File: src/sv/handwheel_jog_controller_unit_macros.svh
// assertion macros shared by the handwheel jog controller rtl
`ifndef HANDWHEEL_JOG_CONTROLLER_UNIT_MACROS_SVH
`define HANDWHEEL_JOG_CONTROLLER_UNIT_MACROS_SVH

// same-cycle implication, disabled while reset is held
`define HJC_ASSERT_IMP(label, clk, rst_n, ante, cons) \
    label: assert property (@(posedge clk) disable iff (!rst_n) (ante) |-> (cons)) \
        else $error("hjc check failed");

// next-cycle implication, disabled while reset is held
`define HJC_ASSERT_NEXT(label, clk, rst_n, ante, cons) \
    label: assert property (@(posedge clk) disable iff (!rst_n) (ante) |=> (cons)) \
        else $error("hjc check failed");

`endif

File: src/sv/hjc_pkg.sv
// types, constants and the quadrature table of the handwheel jog controller
`default_nettype none
package hjc_pkg;

    localparam int DeltaWidth = 16;
    localparam int CountWidth = 23;
    localparam int MultWidth  = 8;
    localparam int CfgIdxWidth = 3;

    localparam logic [2:0] AXIS_NONE   = 3'd4;
    localparam logic       FUNC_SAMPLE = 1'b0;
    localparam logic       FUNC_POLL   = 1'b1;

    typedef enum logic [CfgIdxWidth-1:0] {
        REG_MULT_LOW  = 3'd0,
        REG_MULT_MID  = 3'd1,
        REG_MULT_HIGH = 3'd2,
        REG_MOTOR_CNT = 3'd3,
        REG_ENC_PRES  = 3'd4
    } t_reg_idx;

    localparam logic [MultWidth-1:0] RST_MULT_LOW  = 8'd1;
    localparam logic [MultWidth-1:0] RST_MULT_MID  = 8'd10;
    localparam logic [MultWidth-1:0] RST_MULT_HIGH = 8'd100;
    localparam logic [3:0]           RST_MOTOR_CNT = 4'd4;
    localparam logic                 RST_ENC_PRES  = 1'b1;

    localparam logic signed [1:0] QUAD_NONE = 2'sd0;
    localparam logic signed [1:0] QUAD_INC  = 2'sd1;
    localparam logic signed [1:0] QUAD_DEC  = -2'sd1;

    typedef struct packed {
        logic       func;
        logic       enc_a;
        logic       enc_b;
        logic [3:0] axis_lines;
        logic [2:0] mult_lines;
        logic       motion_idle;
        logic       halted;
    } t_in_item;

    typedef struct packed {
        logic [2:0]            axis_sel;
        logic                  pilot;
        logic [MultWidth-1:0]  mult_now;
        logic                  step_dir;
        logic [CountWidth-1:0] step_count;
    } t_out_item;

    typedef struct packed {
        logic [MultWidth-1:0] mult_low;
        logic [MultWidth-1:0] mult_mid;
        logic [MultWidth-1:0] mult_high;
        logic [3:0]           motor_cnt;
        logic                 enc_pres;
    } t_cfg;

    // transition table indexed by {previous ab, current ab}
    function automatic logic signed [1:0] quad_step(input logic [3:0] idx);
        logic signed [1:0] d;
        case (idx)
            4'd1, 4'd7, 4'd8, 4'd14: d = QUAD_DEC;
            4'd2, 4'd4, 4'd11, 4'd13: d = QUAD_INC;
            default: d = QUAD_NONE;
        endcase
        return d;
    endfunction

endpackage
`default_nettype wire

File: src/sv/hjc_quad.sv
// quadrature decode and saturating delta accumulate for one sample
`default_nettype none
module hjc_quad (
    input  wire logic [1:0]                     i_prev_ab,
    input  wire logic [1:0]                     i_ab,
    input  wire logic signed [hjc_pkg::DeltaWidth-1:0] i_delta,
    output logic signed [hjc_pkg::DeltaWidth-1:0]      o_delta
);
    import hjc_pkg::*;

    localparam logic signed [DeltaWidth:0] SumMax = (DeltaWidth+1)'(2**(DeltaWidth-1) - 1);
    localparam logic signed [DeltaWidth:0] SumMin = -(DeltaWidth+1)'(2**(DeltaWidth-1));

    logic signed [1:0]          step;
    logic signed [DeltaWidth:0] sum;

    always_comb begin
        step = quad_step({i_prev_ab, i_ab});
        sum  = (DeltaWidth+1)'(i_delta) + (DeltaWidth+1)'(step);
        if (sum > SumMax) begin
            o_delta = SumMax[DeltaWidth-1:0];
        end else if (sum < SumMin) begin
            o_delta = SumMin[DeltaWidth-1:0];
        end else begin
            o_delta = sum[DeltaWidth-1:0];
        end
    end

endmodule
`default_nettype wire

File: src/sv/hjc_poll.sv
// axis and multiplier selection and step count for one poll
`default_nettype none
module hjc_poll (
    input  wire hjc_pkg::t_in_item                       i_item,
    input  wire hjc_pkg::t_cfg                           i_cfg,
    input  wire logic [2:0]                              i_cur_axis,
    input  wire logic signed [hjc_pkg::DeltaWidth-1:0]   i_delta,
    output hjc_pkg::t_out_item                           o_result,
    output logic [2:0]                                   o_next_axis
);
    import hjc_pkg::*;

    logic [2:0]                  axis;
    logic [MultWidth-1:0]        mult;
    logic signed [DeltaWidth-1:0] taken;
    logic [DeltaWidth-1:0]       mag;
    logic                        allow;
    logic [DeltaWidth+MultWidth-1:0] prod;

    always_comb begin
        // priority pick, lowest line wins
        if (i_item.axis_lines[0]) begin
            axis = 3'd0;
        end else if (i_item.axis_lines[1]) begin
            axis = 3'd1;
        end else if (i_item.axis_lines[2]) begin
            axis = 3'd2;
        end else if (i_item.axis_lines[3]) begin
            axis = 3'd3;
        end else begin
            axis = AXIS_NONE;
        end

        if (i_item.mult_lines[0]) begin
            mult = i_cfg.mult_low;
        end else if (i_item.mult_lines[1]) begin
            mult = i_cfg.mult_mid;
        end else if (i_item.mult_lines[2]) begin
            mult = i_cfg.mult_high;
        end else begin
            mult = '0;
        end

        // an axis change throws away what was accumulated
        taken = (axis != i_cur_axis) ? '0 : i_delta;
        mag   = taken[DeltaWidth-1] ? DeltaWidth'(-taken) : DeltaWidth'(taken);
        allow = i_item.motion_idle && !i_item.halted && (axis != AXIS_NONE) &&
                ({1'b0, axis} < i_cfg.motor_cnt);
        prod  = (DeltaWidth+MultWidth)'(mag) * (DeltaWidth+MultWidth)'(mult);

        o_next_axis         = axis;
        o_result.axis_sel   = axis;
        o_result.pilot      = (axis != AXIS_NONE);
        o_result.mult_now   = mult;
        o_result.step_dir   = !taken[DeltaWidth-1] && (taken != '0);
        o_result.step_count = allow ? prod[CountWidth-1:0] : '0;
    end

endmodule
`default_nettype wire

File: src/sv/handwheel_jog_controller_unit.sv
// top level of the handwheel jog controller: handshakes, state and registers
//
// usage
// - input channel (i_in_valid / o_in_ready / i_in_data) carries samples and polls;
//   a sample (func 0) decodes the encoder pair and moves the jog delta, a poll
//   (func 1) selects axis and multiplier, takes the delta and yields one result
// - output channel (o_out_valid / i_out_ready / o_out_data) carries one result
//   per poll; samples produce nothing on it
// - configuration channel (i_cfg_valid / o_cfg_ready / i_cfg_index / i_cfg_data)
//   is always ready; indexes past the encoder-present register are dropped
// - a poll goes through the input register, then the result register, from which
//   its result leaves on the output channel
// - throughput: one item per cycle unless a poll waits on a full result register;
//   the 16x8 step-count multiply between the two registers sets the cycle time
// - reset (synchronous, active low) empties both registers, clears delta and
//   the previous encoder pair, selects no axis and loads register defaults
// - while a result waits for the receiver, samples keep flowing; a poll waits
//   in the input register until the result register frees up, and input ready
//   stays low meanwhile
`default_nettype none
module handwheel_jog_controller_unit (
    input  wire logic                           i_clk,
    input  wire logic                           i_rst_n,
    input  wire logic                           i_in_valid,
    output logic                                o_in_ready,
    input  wire hjc_pkg::t_in_item              i_in_data,
    output logic                                o_out_valid,
    input  wire logic                           i_out_ready,
    output hjc_pkg::t_out_item                  o_out_data,
    input  wire logic                           i_cfg_valid,
    output logic                                o_cfg_ready,
    input  wire logic [hjc_pkg::CfgIdxWidth-1:0] i_cfg_index,
    input  wire logic [hjc_pkg::MultWidth-1:0]  i_cfg_data
);
    import hjc_pkg::*;

`include "handwheel_jog_controller_unit_macros.svh"

    // configuration registers
    t_cfg r_cfg;

    // input register
    logic     r_in_vld;
    t_in_item r_in;

    // jog state
    logic [1:0]                  r_prev_ab, n_prev_ab;
    logic signed [DeltaWidth-1:0] r_delta, n_delta;
    logic [2:0]                  r_cur_axis, n_cur_axis;

    // result register
    logic      r_out_vld;
    t_out_item r_out;

    logic                         adv;
    logic                         is_poll;
    logic [1:0]                   cur_ab;
    logic signed [DeltaWidth-1:0] quad_delta;
    t_out_item                    poll_result;
    logic [2:0]                   poll_axis;

    assign cur_ab  = {r_in.enc_b, r_in.enc_a};
    assign is_poll = (r_in.func == FUNC_POLL);

    // a held item moves on unless it is a poll with the result slot still full
    assign adv         = r_in_vld && (!is_poll || !r_out_vld || i_out_ready);
    assign o_in_ready  = !r_in_vld || adv;
    assign o_cfg_ready = 1'b1;
    assign o_out_valid = r_out_vld;
    assign o_out_data  = r_out;

    hjc_quad u_quad (
        .i_prev_ab (r_prev_ab),
        .i_ab      (cur_ab),
        .i_delta   (r_delta),
        .o_delta   (quad_delta)
    );

    hjc_poll u_poll (
        .i_item      (r_in),
        .i_cfg       (r_cfg),
        .i_cur_axis  (r_cur_axis),
        .i_delta     (r_delta),
        .o_result    (poll_result),
        .o_next_axis (poll_axis)
    );

    // next jog state for the item leaving the input register
    always_comb begin
        n_prev_ab  = r_prev_ab;
        n_delta    = r_delta;
        n_cur_axis = r_cur_axis;
        if (adv) begin
            if (is_poll) begin
                n_cur_axis = poll_axis;
                n_delta    = '0;
            end else if (r_cfg.enc_pres) begin
                // encoder absent leaves both delta and the old pair alone
                n_prev_ab = cur_ab;
                n_delta   = quad_delta;
            end
        end
    end

    // configuration writes
    always_ff @(posedge i_clk) begin
        if (!i_rst_n) begin
            r_cfg.mult_low  <= RST_MULT_LOW;
            r_cfg.mult_mid  <= RST_MULT_MID;
            r_cfg.mult_high <= RST_MULT_HIGH;
            r_cfg.motor_cnt <= RST_MOTOR_CNT;
            r_cfg.enc_pres  <= RST_ENC_PRES;
        end else if (i_cfg_valid && o_cfg_ready) begin
            case (t_reg_idx'(i_cfg_index))
                REG_MULT_LOW:  r_cfg.mult_low  <= i_cfg_data;
                REG_MULT_MID:  r_cfg.mult_mid  <= i_cfg_data;
                REG_MULT_HIGH: r_cfg.mult_high <= i_cfg_data;
                REG_MOTOR_CNT: r_cfg.motor_cnt <= i_cfg_data[3:0];
                REG_ENC_PRES:  r_cfg.enc_pres  <= i_cfg_data[0];
                default: ;
            endcase
        end
    end

    // input register control
    always_ff @(posedge i_clk) begin
        if (!i_rst_n) begin
            r_in_vld <= 1'b0;
        end else if (o_in_ready) begin
            r_in_vld <= i_in_valid;
        end
    end

    // input payload, no reset needed
    always_ff @(posedge i_clk) begin
        if (i_in_valid && o_in_ready) begin
            r_in <= i_in_data;
        end
    end

    // jog state
    always_ff @(posedge i_clk) begin
        if (!i_rst_n) begin
            r_prev_ab  <= '0;
            r_delta    <= '0;
            r_cur_axis <= AXIS_NONE;
        end else begin
            r_prev_ab  <= n_prev_ab;
            r_delta    <= n_delta;
            r_cur_axis <= n_cur_axis;
        end
    end

    // result register control
    always_ff @(posedge i_clk) begin
        if (!i_rst_n) begin
            r_out_vld <= 1'b0;
        end else if (adv && is_poll) begin
            r_out_vld <= 1'b1;
        end else if (i_out_ready) begin
            r_out_vld <= 1'b0;
        end
    end

    // result payload, no reset needed
    always_ff @(posedge i_clk) begin
        if (adv && is_poll) begin
            r_out <= poll_result;
        end
    end

    // lamp follows the reported axis
    `HJC_ASSERT_IMP(a_pilot_axis, i_clk, i_rst_n, r_out_vld,
        r_out.pilot == (r_out.axis_sel != AXIS_NONE))
    // steps only go out with a real axis and a nonzero multiplier
    `HJC_ASSERT_IMP(a_step_needs_mult, i_clk, i_rst_n, r_out_vld && (r_out.step_count != '0),
        r_out.pilot && (r_out.mult_now != '0))
    // a retired poll always leaves the delta empty
    `HJC_ASSERT_NEXT(a_poll_clears, i_clk, i_rst_n, adv && is_poll, r_delta == '0)
    // samples never move the selected axis
    `HJC_ASSERT_NEXT(a_sample_keeps_axis, i_clk, i_rst_n, adv && !is_poll,
        r_cur_axis == $past(r_cur_axis))

endmodule
`default_nettype wire

File: config.mk
export PLATFORM = sky130hd
export DESIGN_NAME = handwheel_jog_controller_unit
export DESIGN_NICKNAME = d
export VERILOG_FILES = /design/src/sv/hjc_pkg.sv /design/src/sv/hjc_quad.sv /design/src/sv/hjc_poll.sv /design/src/sv/handwheel_jog_controller_unit.sv
export VERILOG_INCLUDE_DIRS = /design/src /design/src/sv
export SDC_FILE = /design/constraint.sdc
export NUM_CORES = 1
export LEC_CHECK = 0
export ABC_AREA = 1
export BUFFER_PORTS_ARGS = -buffer_cell sky130_fd_sc_hd__buf_2
export CORE_ASPECT_RATIO = 0.6
export CORE_UTILIZATION = 50
export DETAILED_ROUTE_END_ITERATION = 8
export PLACE_DENSITY = 0.71
export SYNTH_ARGS = -nofsm -noshare
export SYNTH_HDL_FRONTEND = slang
export SYNTH_SLANG_ARGS = --single-unit
File: constraint.sdc
create_clock -name i_clk -period 15.4 [get_ports i_clk]
set_input_delay 2.31 -clock i_clk [delete_from_list [all_inputs] [get_ports i_clk]]
set_output_delay 2.31 -clock i_clk [all_outputs]
set_load 0.05 [all_outputs]
Word level (Yosys, flattened, before mapping) --
Memory sizes are Yosys's and may differ from the RTL's. Cells that the tools add are included.
Word-level totals: memory bits (read-only) 32, memories 1, register bits after elaboration 100
Memories:
- (no name shown) | words 16, bits a word 2, rd ports 1, clocked after memory_dff 0, wr ports 0, RTL line hjc_pkg.sv:61 | case (idx)
Cells by class: multiplexer cells 15, equal/unequal tests 6, bitwise logic cells 1, $add $sub $neg 2, multiply operators 1, order comparisons 3, reductions and logical operators 27
Operators by type and width (count):
- 16-bit two-way mux | 6
- 8-bit two-way mux | 3
- 16-bit by 8-bit multiplier with 23-bit output | 1
- 16-bit by 2-bit adder with 17-bit output | 1
- 17-bit by 16-bit > comparator with 1-bit output, second input constant | 1
- 17-bit by 16-bit less-than comparator with 1-bit output, second input constant | 1
- 16-bit negator | 1
- 16-bit nonzero test | 1
- 2-bit AND reduction | 7
- 3-bit two-way mux | 4
- 1-bit logical AND | 7
- 3-bit by 2-bit equality test with 1-bit output, second input constant | 2
- 1-bit zero test | 5
- 3-bit by 4-bit less-than comparator with 1-bit output | 1
- 2-bit nonzero test | 2
- 3-bit by 1-bit equality test with 1-bit output, second input constant | 1
- 3-bit equality test, second input constant | 1
- 3-bit zero test | 1
- 1-bit logical OR | 3
- 3-bit inequality test | 1
- 3-bit inequality test, second input constant | 1
- 3-bit AND reduction | 1
- 1-bit two-way mux | 2
- 1-bit inverter | 1

Longest topological paths before layout --
Gate-level depths: netlist (run 1).
depth in word-level cells 9, mapped depth 36, depth with buffers taken out 35

By module --
Synthesis (run 1) repeated with hierarchy kept, for this count alone.
Second synthesis, totals: cells, all modules 1244, area, all modules 9589.2 µm²
Modules (own cells, without submodules):
- hjc_poll | area an instance 4906.0 µm², cells each 721, times used 1
- handwheel_jog_controller_unit | area an instance 3422.0 µm², cells each 291, times used 1
- hjc_quad | area an instance 1261.2 µm², cells each 232, times used 1

Worst setup path after synthesis (run 1) --
Ideal clock, no wire load.
path type flip-flop to flip-flop, start reg r_in[6] (netlist name), end reg r_out, in the netlist o_out_data[20], data pin, buffers on the path 1, arrival time 5.733 ns, period minus slack after synthesis 6.003 ns, cell stages (with the launch flop) 35, setup slack 9.397 ns, cells stage by stage edfxtp_1 nor2_4 nand2_2 nand2_1 nand2_1 nor2_4 nand2_2 buf_6 nor2_1 clkinv_1 ha_1 inv_1 nor3_2 o211ai_1 nand2_1 inv_1 nor2_1 fa_1 inv_1 fa_1 inv_1 fa_1 inv_1 fa_1 inv_1 ha_1 a21oi_1 a21boi_0 o21ai_0 nand3_1 nand2_1 nand3_1 nand2_1 nand2_1 a21oi_1
RTL lines:
- start, declared | RTL line handwheel_jog_controller_unit.sv:44 | t_in_item r_in;
- start signal, assigned | RTL line handwheel_jog_controller_unit.sv:137 | r_in <= i_in_data;
- end signal, assigned | RTL line handwheel_jog_controller_unit.sv:168 | r_out <= poll_result;
- end, declared | RTL line handwheel_jog_controller_unit.sv:53 | t_out_item r_out;

Worst setup path after layout (run 1) --
start reg r_in[8] (netlist name), end reg r_out, in the netlist o_out_data[22], data pin
Between the ends: word-level cells in the longest chain between the ends 9, elaborated cells between the ends (all ways) 13, those cells by class 1 x add/sub; 1 x mul; 1 x order compare; 2 x eq/ne; 6 x mux; 2 x reduce/logical
Ends and longest elaborated chain:
- 3-bit two-way mux (*) | RTL line hjc_poll.sv:28 | end else if (i_item.axis_lines[3]) begin
- 3-bit two-way mux (*) | RTL line hjc_poll.sv:26 | end else if (i_item.axis_lines[2]) begin
- 3-bit two-way mux (*) | RTL line hjc_poll.sv:24 | end else if (i_item.axis_lines[1]) begin
- 3-bit two-way mux (*) | RTL line hjc_poll.sv:22 | if (i_item.axis_lines[0]) begin
- 3-bit inequality test | RTL line hjc_poll.sv:45 | taken = (axis != i_cur_axis) ? '0 : i_delta;
- 16-bit two-way mux | RTL line hjc_poll.sv:45
- 16-bit negator | RTL line hjc_poll.sv:46 | mag = taken[DeltaWidth-1] ? DeltaWidth'(-taken) : DeltaWidth'(taken);
- 16-bit two-way mux | RTL line hjc_poll.sv:46
- 16-bit by 8-bit multiplier with 23-bit output | RTL line hjc_poll.sv:49 | prod = (DeltaWidth+MultWidth)'(mag) * (DeltaWidth+MultWidth)'(mult);
Mark *: on every way between the ends. The rest lies on a longest branch, timed or not. A chain may end at the register's enable or synchronous reset.

==> run summary, run 1 <==
# DRC -> 0
Placeable Area -> 18160 um2
initial antenna violation count -> 0
GP Congestion -> 0.9596
worst-path fanout max -> 13
Worst Max-Slew Pin Slew -> 950.5 ps
post-synth top area cell -> fa_1
clock skew -> 12.02 ps
Buffers on Ports -> 65
slowest cell on the critical path -> fa_1
Setup Fix Bufs, Post-CTS -> 0
Area Growth Syn to Fin -> 8.819%
clk slew on worst S/H paths -> 80 ps
drt total wl -> 23590 um
clock latency on the worst-skew pair -> 360 ps
Comb pwr share -> 18.0%
total CTS buffers -> 9
sequential share of power -> 45.6%
die width -> 178.1 um
Post-Layout Inst Area -> 10130 um2
P per Cell Area -> 64.35 nW/um2
vias in the first global route -> 7630
Unique masters post-synth -> 49
top_reg_cell synth -> dfxtp_1
Clock Power Share -> 36.4%
hold_buf cts -> 0
ANT cells -> 0
placed cell area -> 9821 um2
share of the synthesized area in the top cell type -> 18.07%
Worst Path Buf+Inv -> 5
antenna viol nets, final -> 0
Initial Util -> 51.25%
vias per cell -> 5.405
Avg WL per Cell -> 15.66 um
setup violators final -> 0
clk root buf -> clkbuf_16
most used cell along the critical path -> nand2_1
CP Launch Type -> flop
most common cell after layout, fill and taps aside -> nand2_1
Leakage -> 4.912 nW
largest net degree at the start of global routing -> 42
Slew Limit Headroom -> 36.63%
WS Path Type -> reg -> reg
total iterations of the first detailed-routing run -> 6
CTS tree -> built
Max Freq -> 0.1396 GHz
run status -> completed
num rows -> 38
switch share -> 32.34%
I/O pins -> 67
yosys warns -> 0
Worst IR Drop VDD -> 0.00005036 V
Setup TNS -> 0 ps
sequential fraction of the synthesis area -> 26.67%
ratio of cells with drive above 1 in the final layout -> 10.58%
Final HPWL DP -> 18820 um
clock buffer depth -> 2
Crit path max-delay family -> simple AND/OR/NAND/NOR gates
syn_area_per_cell -> 7.705 um2
NetSw -> 210.8 uW
Iter 0 DRT Violations -> 784
Post-Syn Instances -> 1208
global-route wire length before repair -> 39590 um
post_cts resized -> 0
Synth async-reset ratio -> 0%
total die area -> 19180 um2
total gr overflow -> 0
Power Total -> 651.7 uW
NumNets Final -> 1438
synth top area cells -> fa_1 18%, edfxtp_1 15%, dfxtp_1 11%
CP Capture Type -> flop
Net Count, Synth -> 1385
Total GRT Usage -> 26.77%
CTS H-tree depth -> 3
r2r setup slk -> 8240 ps
Worst Path Arrival -> 7360 ps
Min-Delay Path Class -> reg -> reg
Post-synth EDFFs -> 48
commonest cells after routing, fill and taps aside -> 216 x nand2_1, 198 x inv_1, 182 x nor2_1
Pint -> 440.9 uW
RSZ-0062 raised after global routing -> no
via count -> 8140
final slew viol count -> 0
period utilization -> 46.51%
Max Cap Violations -> 0
required time of the critical path -> 15600 ps
clock sink count -> 100
Slowest Stage Delay on Critical Path -> 550 ps
Mapped Area -> 9308 um2
#FFs+latches synth -> 100
Die Y -> 107.7 um
post-route minimum period -> 7163 ps
Final Hold Vio Count -> 0
kinds of logic (layout without fill, tap and decap cells):
kind of cell,after synthesis,count (layout),synth area share [%]
AND/OR/NAND/NOR,514,514,23.32
flip-flops,100,100,26.67
buffers and inverters,233,291,9.759
other,1,1,0.04029
AO/OA/AOI/OAI,196,196,11.91
adder cells (fa/ha/maj),149,149,26.80
XOR/XNOR,15,15,1.492
routing by layer:
| metal | GRT usage, % | wire [um] | vias to the layer above |
|---|---|---|---|
| li1 | - | - | 3952 |
| met1 | 42.45 | 11840 | 3803 |
| met2 | 36.27 | 9013 | 365 |
| met3 | 6.815 | 2537 | 20 |
| met4 | 4.029 | 197 | 0 |
| met5 | 0 | 0 | - |
worst register-to-register path, delay by kind of cell (launching register included):
kind	cells	cell delay, ps
adders and majority gates	6	2700
buffers and inverters	5	450
DFF	1	410
AOI/OAI and AO/OA	2	370
and+or+nand+nor	18	3080
worst paths after layout:
| kind | endpoint | cells past startpoint | from |
|---|---|---|---|
| hold reg to reg | r_cfg[10] | 2 | r_cfg[10] |
| hold / removal | r_cfg[10] | 2 | r_cfg[10] |
| setup / recovery | o_out_data[22] | 31 | r_in[8] |
| setup reg to reg | o_out_data[22] | 31 | r_in[8] |
power by group through the flow:
stage / combinational (mW) / sequential, mW / clock, mW
4_1_cts: 0.115 / 0.297 / 0.241
3_3_place_gp: 0.114 / 0.303 / 0
6_report: 0.117 / 0.297 / 0.237
5_1_grt: 0.131 / 0.299 / 0.251
2_1_floorplan: 0.0774 / 0.310 / 0
3_5_place_dp: 0.115 / 0.303 / 0
final cells by class:
class,count,area (um2)
fillers,1768,8034
multi-input cells,875,5917
flip-flops and latches,100,2482
inverters,208,780.7
repair buffers,67,340.3
well taps,240,300.3
clock buffers,10,239.0
clock inverters,6,68.82
per-stage QoR:
step | utilization [%] | hold slack (ps) | instances | worst slack, ps
6_report | 55.77 | 473.9 | 1506 | 8237
3_5_place_dp | 54.07 | 450.8 | 1490 | 8419
4_1_cts | 55.77 | 470.8 | 1506 | 8397
2_1_floorplan | - | 429.2 | 1208 | 9397
5_1_grt | 55.77 | 499.1 | 1506 | 7738
3_3_place_gp | 54.07 | 439.0 | 1490 | 8664
flip-flops by register name, summed over array words and instances, names as in the netlist:
register	cells
o_out_data	36
r_cfg	29
r_delta	16
r_in	9
r_cur_axis	3
cur_ab	2
r_prev_ab	2
is_poll	1
o_out_valid	1
r_in_vld	1
cells in the mapped netlist, types with 8 or more instances:
| cell | count |
|---|---|
| nand2_1 | 216 |
| inv_1 | 199 |
| nor2_1 | 182 |
| a21oi_1 | 95 |
| fa_1 | 84 |
| nand3_1 | 67 |
| ha_1 | 65 |
| o21ai_0 | 57 |
| dfxtp_1 | 52 |
| edfxtp_1 | 48 |
| clkbuf_1 | 18 |
| o21a_1 | 12 |
| or2_2 | 12 |
| nand2_2 | 10 |
| xor2_1 | 10 |
| inv_2 | 8 |
(Power assumes the default switching activity.)
==> run 2, diff against run 1 <==
ABC_AREA = 0   (was 1)
clock period = 6.9 ns   (was 15.4 ns; I/O delays follow)
==> run 2 against run 1 <==
  * Sequential power is 120% higher
  * Area after synthesis down 2.8%
  * Count of clock-buffer cells in the layout down 1
  * Sequential share of layout area rose by 0.18 points
  * Largest cell class unchanged
  * Die area down 2.7%
  * Sequential cell count stayed put
  * Final area down 0.73%
  * Critical endpoint is now o_out_data[21]
  * Register-to-register slack got worse by 7800 ps
  * Worst hold slack got worse by 5.7 ps
  * Power grew 120%
  * Non-clock buffer count up 12
  * Highest routed layer unchanged
  * First-iteration DRC count down 28%
==> run summary, run 2 <==
global-route wire length before repair -> 35100 um (was 39590 um)
CTS tree -> built (unchanged)
Max Cap Violations -> 0 (unchanged)
required time of the critical path -> 6960 ps (was 15600 ps)
top_reg_cell synth -> dfxtp_1 (unchanged)
WL met2 -> 8702 um (was 9013 um)
dpl cells -> 1320 (was 1490)
RR Startpoint -> r_in[7] (was r_in[8])
clock latency on the worst-skew pair -> 350 ps (was 360 ps)
hold_buf cts -> 0 (unchanged)
die width -> 175.7 um (was 178.1 um)
Slowest Stage Delay on Critical Path -> 550 ps (about the same)
Worst IR Drop VDD -> 0.0001274 V (was 0.00005036 V)
Total GRT Usage -> 23.48% (was 26.77%)
CTS H-tree depth -> 3 (unchanged)
Min-Delay Path Class -> reg -> reg (unchanged)
metal3 WL -> 1125 um (was 2537 um)
Area Growth Syn to Fin -> 11.10% (was 8.819%)
syn_area_per_cell -> 8.702 um2 (was 7.705 um2)
top-count cell post-synth -> nor2_1 (was nand2_1)
antenna viol nets, final -> 0 (unchanged)
Synth top cells by count -> 157 x nor2_1, 127 x inv_1, 108 x nand2_1, 84 x fa_1, 65 x ha_1 (was 216 x nand2_1, 199 x inv_1, 182 x nor2_1, 95 x a21oi_1, 84 x fa_1)
Leakage -> 4.539 nW (was 4.912 nW)
min-delay src -> r_cfg[19] (was r_cfg[10])
CP Launch Type -> flop (unchanged)
total gr overflow -> 0 (unchanged)
post-route minimum period -> 6504 ps (was 7163 ps)
Iter 0 DRT Violations -> 567 (was 784)
# DRC -> 0 (unchanged)
total CTS buffers -> 9 (unchanged)
Reg-to-Reg End -> o_out_data[21] (was o_out_data[22])
total iterations of the first detailed-routing run -> 5 (was 6)
clock sink count -> 100 (unchanged)
Final HPWL DP -> 15560 um (was 18820 um)
clk slew on worst S/H paths -> 80 ps (about the same)
Post-synth EDFFs -> 48 (unchanged)
ratio of cells with drive above 1 in the final layout -> 11.98% (was 10.58%)
clk root buf -> clkbuf_16 (unchanged)
WS Path Type -> reg -> reg (unchanged)
share of the synthesized area in the top cell type -> 18.58% (was 18.07%)
most used cell along the critical path -> fa_1 (was nand2_1)
largest net degree at the start of global routing -> 48 (was 42)
sequential fraction of the synthesis area -> 27.43% (was 26.67%)
Initial Util -> 51.99% (was 51.25%)
clock buffer depth -> 2 (unchanged)
final slew viol count -> 0 (unchanged)
CP Cell Sequence -> nand2b_1, a21oi_1, xnor2_1, o21a_1, nand2_1, ha_1, nand2b_1, xnor2_1, nand2_2, or2_2, fa_1, fa_1, inv_1, fa_1, inv_1, fa_1, inv_1, ha_1, a2111o_1, o21ai_2, a31oi_4, o221a_2, mux2i_1, a21oi_1
final core utilization -> 57.76% (was 55.77%)
GP Congestion -> 0.8460 (was 0.9596)
num rows -> 37 (was 38)
r2r worst-path depth -> 24 (was 31)
vias in the first global route -> 7131 (was 7630)
CP Capture Type -> flop (unchanged)
Buffers on Ports -> 65 (unchanged)
Worst Path Buf+Inv -> 3 (was 5)
Setup Fix Bufs, Post-CTS -> 0 (unchanged)
Hold Path Depth -> 2 (unchanged)
run status -> completed (unchanged)
I/O pins -> 67 (unchanged)
via count -> 7398 (was 8140)
Crit path max-delay family -> adder cells (was simple AND/OR/NAND/NOR gates)
Worst Max-Slew Pin Slew -> 1221 ps (was 950.5 ps)
met1 WL -> 10520 um (was 11840 um)
initial antenna violation count -> 0 (unchanged)
Final Hold Vio Count -> 0 (unchanged)
Die Y -> 106.2 um (was 107.7 um)
drt total wl -> 20450 um (was 23590 um)
Placeable Area -> 17410 um2 (was 18160 um2)
period utilization -> 94.26% (was 46.51%)
ANT cells -> 0 (unchanged)
Worst Path Arrival -> 6560 ps (was 7360 ps)
most common cell after layout, fill and taps aside -> nor2_1 (was nand2_1)
yosys warns -> 0 (unchanged)
post-synth top area cell -> fa_1 (unchanged)
Hold Path Sink -> r_cfg[19] (was r_cfg[10])
Synth async-reset ratio -> 0% (unchanged)
slowest cell on the critical path -> fa_1 (unchanged)
#FFs+latches synth -> 100 (unchanged)
r2r setup slk -> 400 ps (was 8240 ps)
Unique masters post-synth -> 64 (was 49)
synth top area cells -> fa_1 19%, edfxtp_1 16%, dfxtp_1 12% (was fa_1 18%, edfxtp_1 15%, dfxtp_1 11%)
P per Cell Area -> 141.0 nW/um2 (was 64.35 nW/um2)
uppermost routed layer -> met4 (unchanged)
worst-path fanout max -> 8 (was 13)
Net Count, Synth -> 1217 (was 1385)
Avg WL per Cell -> 15.30 um (was 15.66 um)
vias per cell -> 5.537 (was 5.405)
NumNets Final -> 1274 (was 1438)
Post-Syn Instances -> 1040 (was 1208)
total die area -> 18660 um2 (was 19180 um2)
clock skew -> 12.31 ps (was 12.02 ps)
Mapped Area -> 9050 um2 (was 9308 um2)
post_cts resized -> 0 (unchanged)
Slew Limit Headroom -> 18.41% (was 36.63%)
Non-Filler Instances -> 1336 (was 1506)
setup violators final -> 0 (unchanged)
commonest cells after routing, fill and taps aside -> 156 x nor2_1, 127 x inv_1, 105 x nand2_1 (was 216 x nand2_1, 198 x inv_1, 182 x nor2_1)
Fillers -> 1641 (was 1768)
Max Freq -> 0.1538 GHz (was 0.1396 GHz)
max FFs per register -> 36 (unchanged)
-- run 2: cell count changes in the layout (fill, tap and decap cells not counted), sizes merged, moves of 13 or more --
cell and change:
inv -79, a21oi -39, nand2b +13, a21boi +17, o21ai -17, nor2 -29
nand3 -54, nor2b +13, xnor2 +27, nand2 -118
-- run 2: layout make-up --
| class | instances | area (um2) | share of cell area [%] |
|---|---|---|---|
| Multi-Input combinational cell | 780 | 6056 | 60.23 |
| Sequential cell | 100 | 2482 | 24.69 |
| Inverter | 127 | 476.7 | 4.741 |
| Timing Repair Buffer | 79 | 430.4 | 4.281 |
| Tap cell | 234 | 292.8 | 2.912 |
| Clock buffer | 9 | 225.2 | 2.240 |
| Clock inverter | 7 | 91.34 | 0.9084 |
-- run 2: kinds of logic (layout without fill, tap and decap cells) --
group / count (synthesis) / after routing / synth area share (%)
AND/OR/NAND/NOR: 379 / 379 / 18.79
AO/OA/AOI/OAI: 186 / 186 / 12.80
buffers and inverters: 160 / 222 / 6.692
adder cells (fa/ha/maj): 155 / 155 / 28.23
flip-flops: 100 / 100 / 27.43
XOR/XNOR: 47 / 47 / 4.549
multiplexers: 12 / 12 / 1.466
other: 1 / 1 / 0.04144
-- run 2: stage by stage --
step                      setup slack, ps  cell area [um2]  hold slack (ps)  total power [mW]  TNS, ps
after detailed placement            159.6             9656            456.5            0.8869        0
after CTS                           78.57             9972            471.8             1.423        0
after floorplan                     356.0             9050            440.4            0.8226        0
final                               396.3            10050            468.2             1.418        0
after global placement              335.3             9656            449.7            0.8828        0
after global routing               -17.43            10050            508.0             1.474   -17.43
-- run 2: where the power goes --
group	total, mW	switching (mW)	internal [mW]
Sequential	0.658	0.0179	0.640
Clock	0.539	0.276	0.263
Combinational	0.221	0.146	0.0748
Total	1.42	0.440	0.978
-- run 2: layer usage --
layer / vias up / track usage (%)
li1: 3546 / -
met1: 3632 / 35.57
met2: 209 / 35.77
met3: 11 / 3.934
met4: 0 / 3.168
met5: - / 0
-- run 2: worst max-delay path by stage --
stage | from | end | slack (ps) | cells after the start
final | r_in[7] | o_out_data[21] | 400 | 24
after global routing | r_in[7] | o_out_data[22] | -20 | 25
after CTS | r_in[7] | o_out_data[21] | 80 | 25
after detailed placement | r_in[7] | o_out_data[21] | 160 | 25
after global placement | r_in[7] | o_out_data[22] | 340 | 25
after floorplan | r_in[6] | o_out_data[22] | 360 | 27
-- run 2: worst register-to-register path, delay by kind of cell (launching register included) --
family | cells | cell delay (ps)
fa+ha+maj | 6 | 2540
compound gates | 7 | 1690
simple gates | 5 | 900
xor+xnor | 2 | 410
flops | 1 | 390
buf+inv | 3 | 150
mux | 1 | 150
==> run 3, diff against run 2 <==
CORE_UTILIZATION = 55   (was 50)
PLACE_DENSITY = 0.77   (was 0.71)
==> run 3 against run 2 <==
  * Non-clock buffer count unchanged
  * Clock power is 2% lower
  * Critical endpoint unchanged
  * Via count down 0.26%
  * Maximum frequency barely moved
  * Die area shrank 9.0%
  * Final area is 0.40% lower
  * Setup slack got worse by 4.8 ps
  * Global-route usage rose by 2.0 points
  * Critical path type unchanged
  * First-iteration DRC count is 1.6% lower
==> run summary, run 3 (synthesized netlist as in run 2, its figures left out) <==
run status -> completed (unchanged)
antenna viol nets, final -> 0 (unchanged)
total iterations of the first detailed-routing run -> 5 (unchanged)
Total GRT Usage -> 25.49% (was 23.48%)
clock skew -> 7.918 ps (was 12.31 ps)
I/O pins -> 67 (unchanged)
clk root buf -> clkbuf_16 (unchanged)
global-route wire length before repair -> 34390 um (was 35100 um)
vias per cell -> 5.654 (was 5.537)
CTS tree -> built (unchanged)
Worst Path Arrival -> 6570 ps (was 6560 ps)
GP Congestion -> 0.9054 (was 0.8460)
ratio of cells with drive above 1 in the final layout -> 12.25% (was 11.98%)
max FFs per register -> 36 (unchanged)
final slew viol count -> 0 (unchanged)
total die area -> 16990 um2 (was 18660 um2)
worst-path fanout max -> 8 (unchanged)
Worst Path Buf+Inv -> 3 (unchanged)
setup violators final -> 0 (unchanged)
Iter 0 DRT Violations -> 558 (was 567)
clock buffer depth -> 2 (unchanged)
Worst IR Drop VDD -> 0.0001474 V (was 0.0001274 V)
commonest cells after routing, fill and taps aside -> 155 x nor2_1, 127 x inv_1, 104 x nand2_1 (was 156 x nor2_1, 127 x inv_1, 105 x nand2_1)
clock sink count -> 100 (unchanged)
initial antenna violation count -> 0 (unchanged)
Area Growth Syn to Fin -> 10.66% (was 11.10%)
clk slew on worst S/H paths -> 80 ps (about the same)
num rows -> 35 (was 37)
total CTS buffers -> 9 (unchanged)
final core utilization -> 63.70% (was 57.76%)
Power Total -> 1.406 mW (was 1.418 mW)
CP Capture Type -> flop (unchanged)
Final Hold Vio Count -> 0 (unchanged)
Crit path max-delay family -> adder cells (unchanged)
Worst Max-Slew Pin Slew -> 1184 ps (was 1221 ps)
Avg WL per Cell -> 15.46 um (was 15.30 um)
Placeable Area -> 15720 um2 (was 17410 um2)
# DRC -> 0 (unchanged)
hold_buf cts -> 0 (unchanged)
most common cell after layout, fill and taps aside -> nor2_1 (unchanged)
slowest cell on the critical path -> fa_1 (unchanged)
Buffers on Ports -> 65 (unchanged)
Max Cap Violations -> 0 (unchanged)
clock latency on the worst-skew pair -> 350 ps (about the same)
required time of the critical path -> 6960 ps (about the same)
total gr overflow -> 0 (unchanged)
Setup Slack @ Placement -> 160.8 ps (was 159.6 ps)
Slowest Stage Delay on Critical Path -> 540 ps (was 550 ps)
via count -> 7379 (was 7398)
Slew Limit Headroom -> 20.89% (was 18.41%)
Initial Util -> 57.56% (was 51.99%)
ANT cells -> 0 (unchanged)
P per Cell Area -> 140.4 nW/um2 (was 141.0 nW/um2)
Final HPWL DP -> 15360 um (was 15560 um)
CP Launch Type -> flop (unchanged)
vias in the first global route -> 7038 (was 7131)
post-route minimum period -> 6509 ps (was 6504 ps)
drt total wl -> 20170 um (was 20450 um)
Max Freq -> 0.1536 GHz (was 0.1538 GHz)
CTS H-tree depth -> 3 (unchanged)
Min-Delay Path Class -> reg -> reg (unchanged)
final worst slack -> 391.5 ps (was 396.3 ps)
largest net degree at the start of global routing -> 48 (unchanged)
die width -> 167.6 um (was 175.7 um)
WS Path Type -> reg -> reg (unchanged)
most used cell along the critical path -> fa_1 (unchanged)
NumNets Final -> 1274 (unchanged)
Die Y -> 101.4 um (was 106.2 um)
Min Hold Slack -> 467.8 ps (was 468.2 ps)
Leakage -> 4.539 nW (about the same)
period utilization -> 94.33% (was 94.26%)
[run 3: cell counts in the layout (fill, tap and decap cells not counted)]
Identical to the previous run, type by type.
[run 3: report_power, final]
group	internal (mW)	switching (mW)
registers	0.640	0.0179
clock network	0.263	0.266
logic	0.0751	0.145
[run 3: worst paths after layout]
path | startpoint | endpoint | slack, ps | cells after the start
max reg2reg | r_in[7] | o_out_data[21] | 390 | 25
min | r_cfg[27] | r_cfg[27] | 470 | 2
max | r_in[7] | o_out_data[21] | 390 | 25
min reg2reg | r_cfg[27] | r_cfg[27] | 470 | 2
[run 3: timing repair]
action,4_1_cts,5_1_grt
gates resized for setup,0,21
endpoints found under the setup margin,0,7
buffers inserted,0,0
endpoints found under the hold margin,0,0
[run 3: worst register-to-register path: stages (launching register included)]
cell	delay [ps]
edfxtp_1	380
nand2b_1	150
a21oi_1	220
xnor2_1	190
o21a_1	210
nand2_1	90
ha_1	260
nand2b_1	180
xnor2_1	200
nand2_2	150
or2_2	320
fa_1	460
fa_1	540
inv_1	60
fa_1	530
inv_1	50
fa_1	520
inv_1	40
ha_1	340
o211ai_1	140
a21oi_2	230
o21ai_2	130
a31oi_2	270
o221a_2	290
mux2i_1	180
a21oi_1	80
[run 3: layout make-up]
type	count	area, um2
multi-input combinational	780	6055
fill	1351	5707
sequential	100	2482
inverter	127	476.7
timing repair buffer	79	430.4
tap	203	254.0
clock buffer	9	225.2
clock inverter	7	91.34
[run 3: metrics by stage]
stage | area [um2] | TNS (ps) | instances
3_3_place_gp | 9617 | 0 | 1289
6_report | 10010 | 0 | 1305
5_1_grt | 10010 | -43.65 | 1305
4_1_cts | 9933 | 0 | 1305
2_1_floorplan | 9050 | 0 | 1040
3_5_place_dp | 9617 | 0 | 1289
[run 3: per-layer routing]
| layer | vias up | wire, um | share of wire, % | track usage (%) |
|---|---|---|---|---|
| met2 | 286 | 8549 | 42 | 38.85 |
| li1 | 3542 | - | - | - |
| met1 | 3527 | 9807 | 49 | 37.92 |
| met5 | - | 0 | 0 | 0 |
| met4 | 0 | 221 | 1.1 | 5.222 |
| met3 | 24 | 1596 | 7.9 | 4.807 |
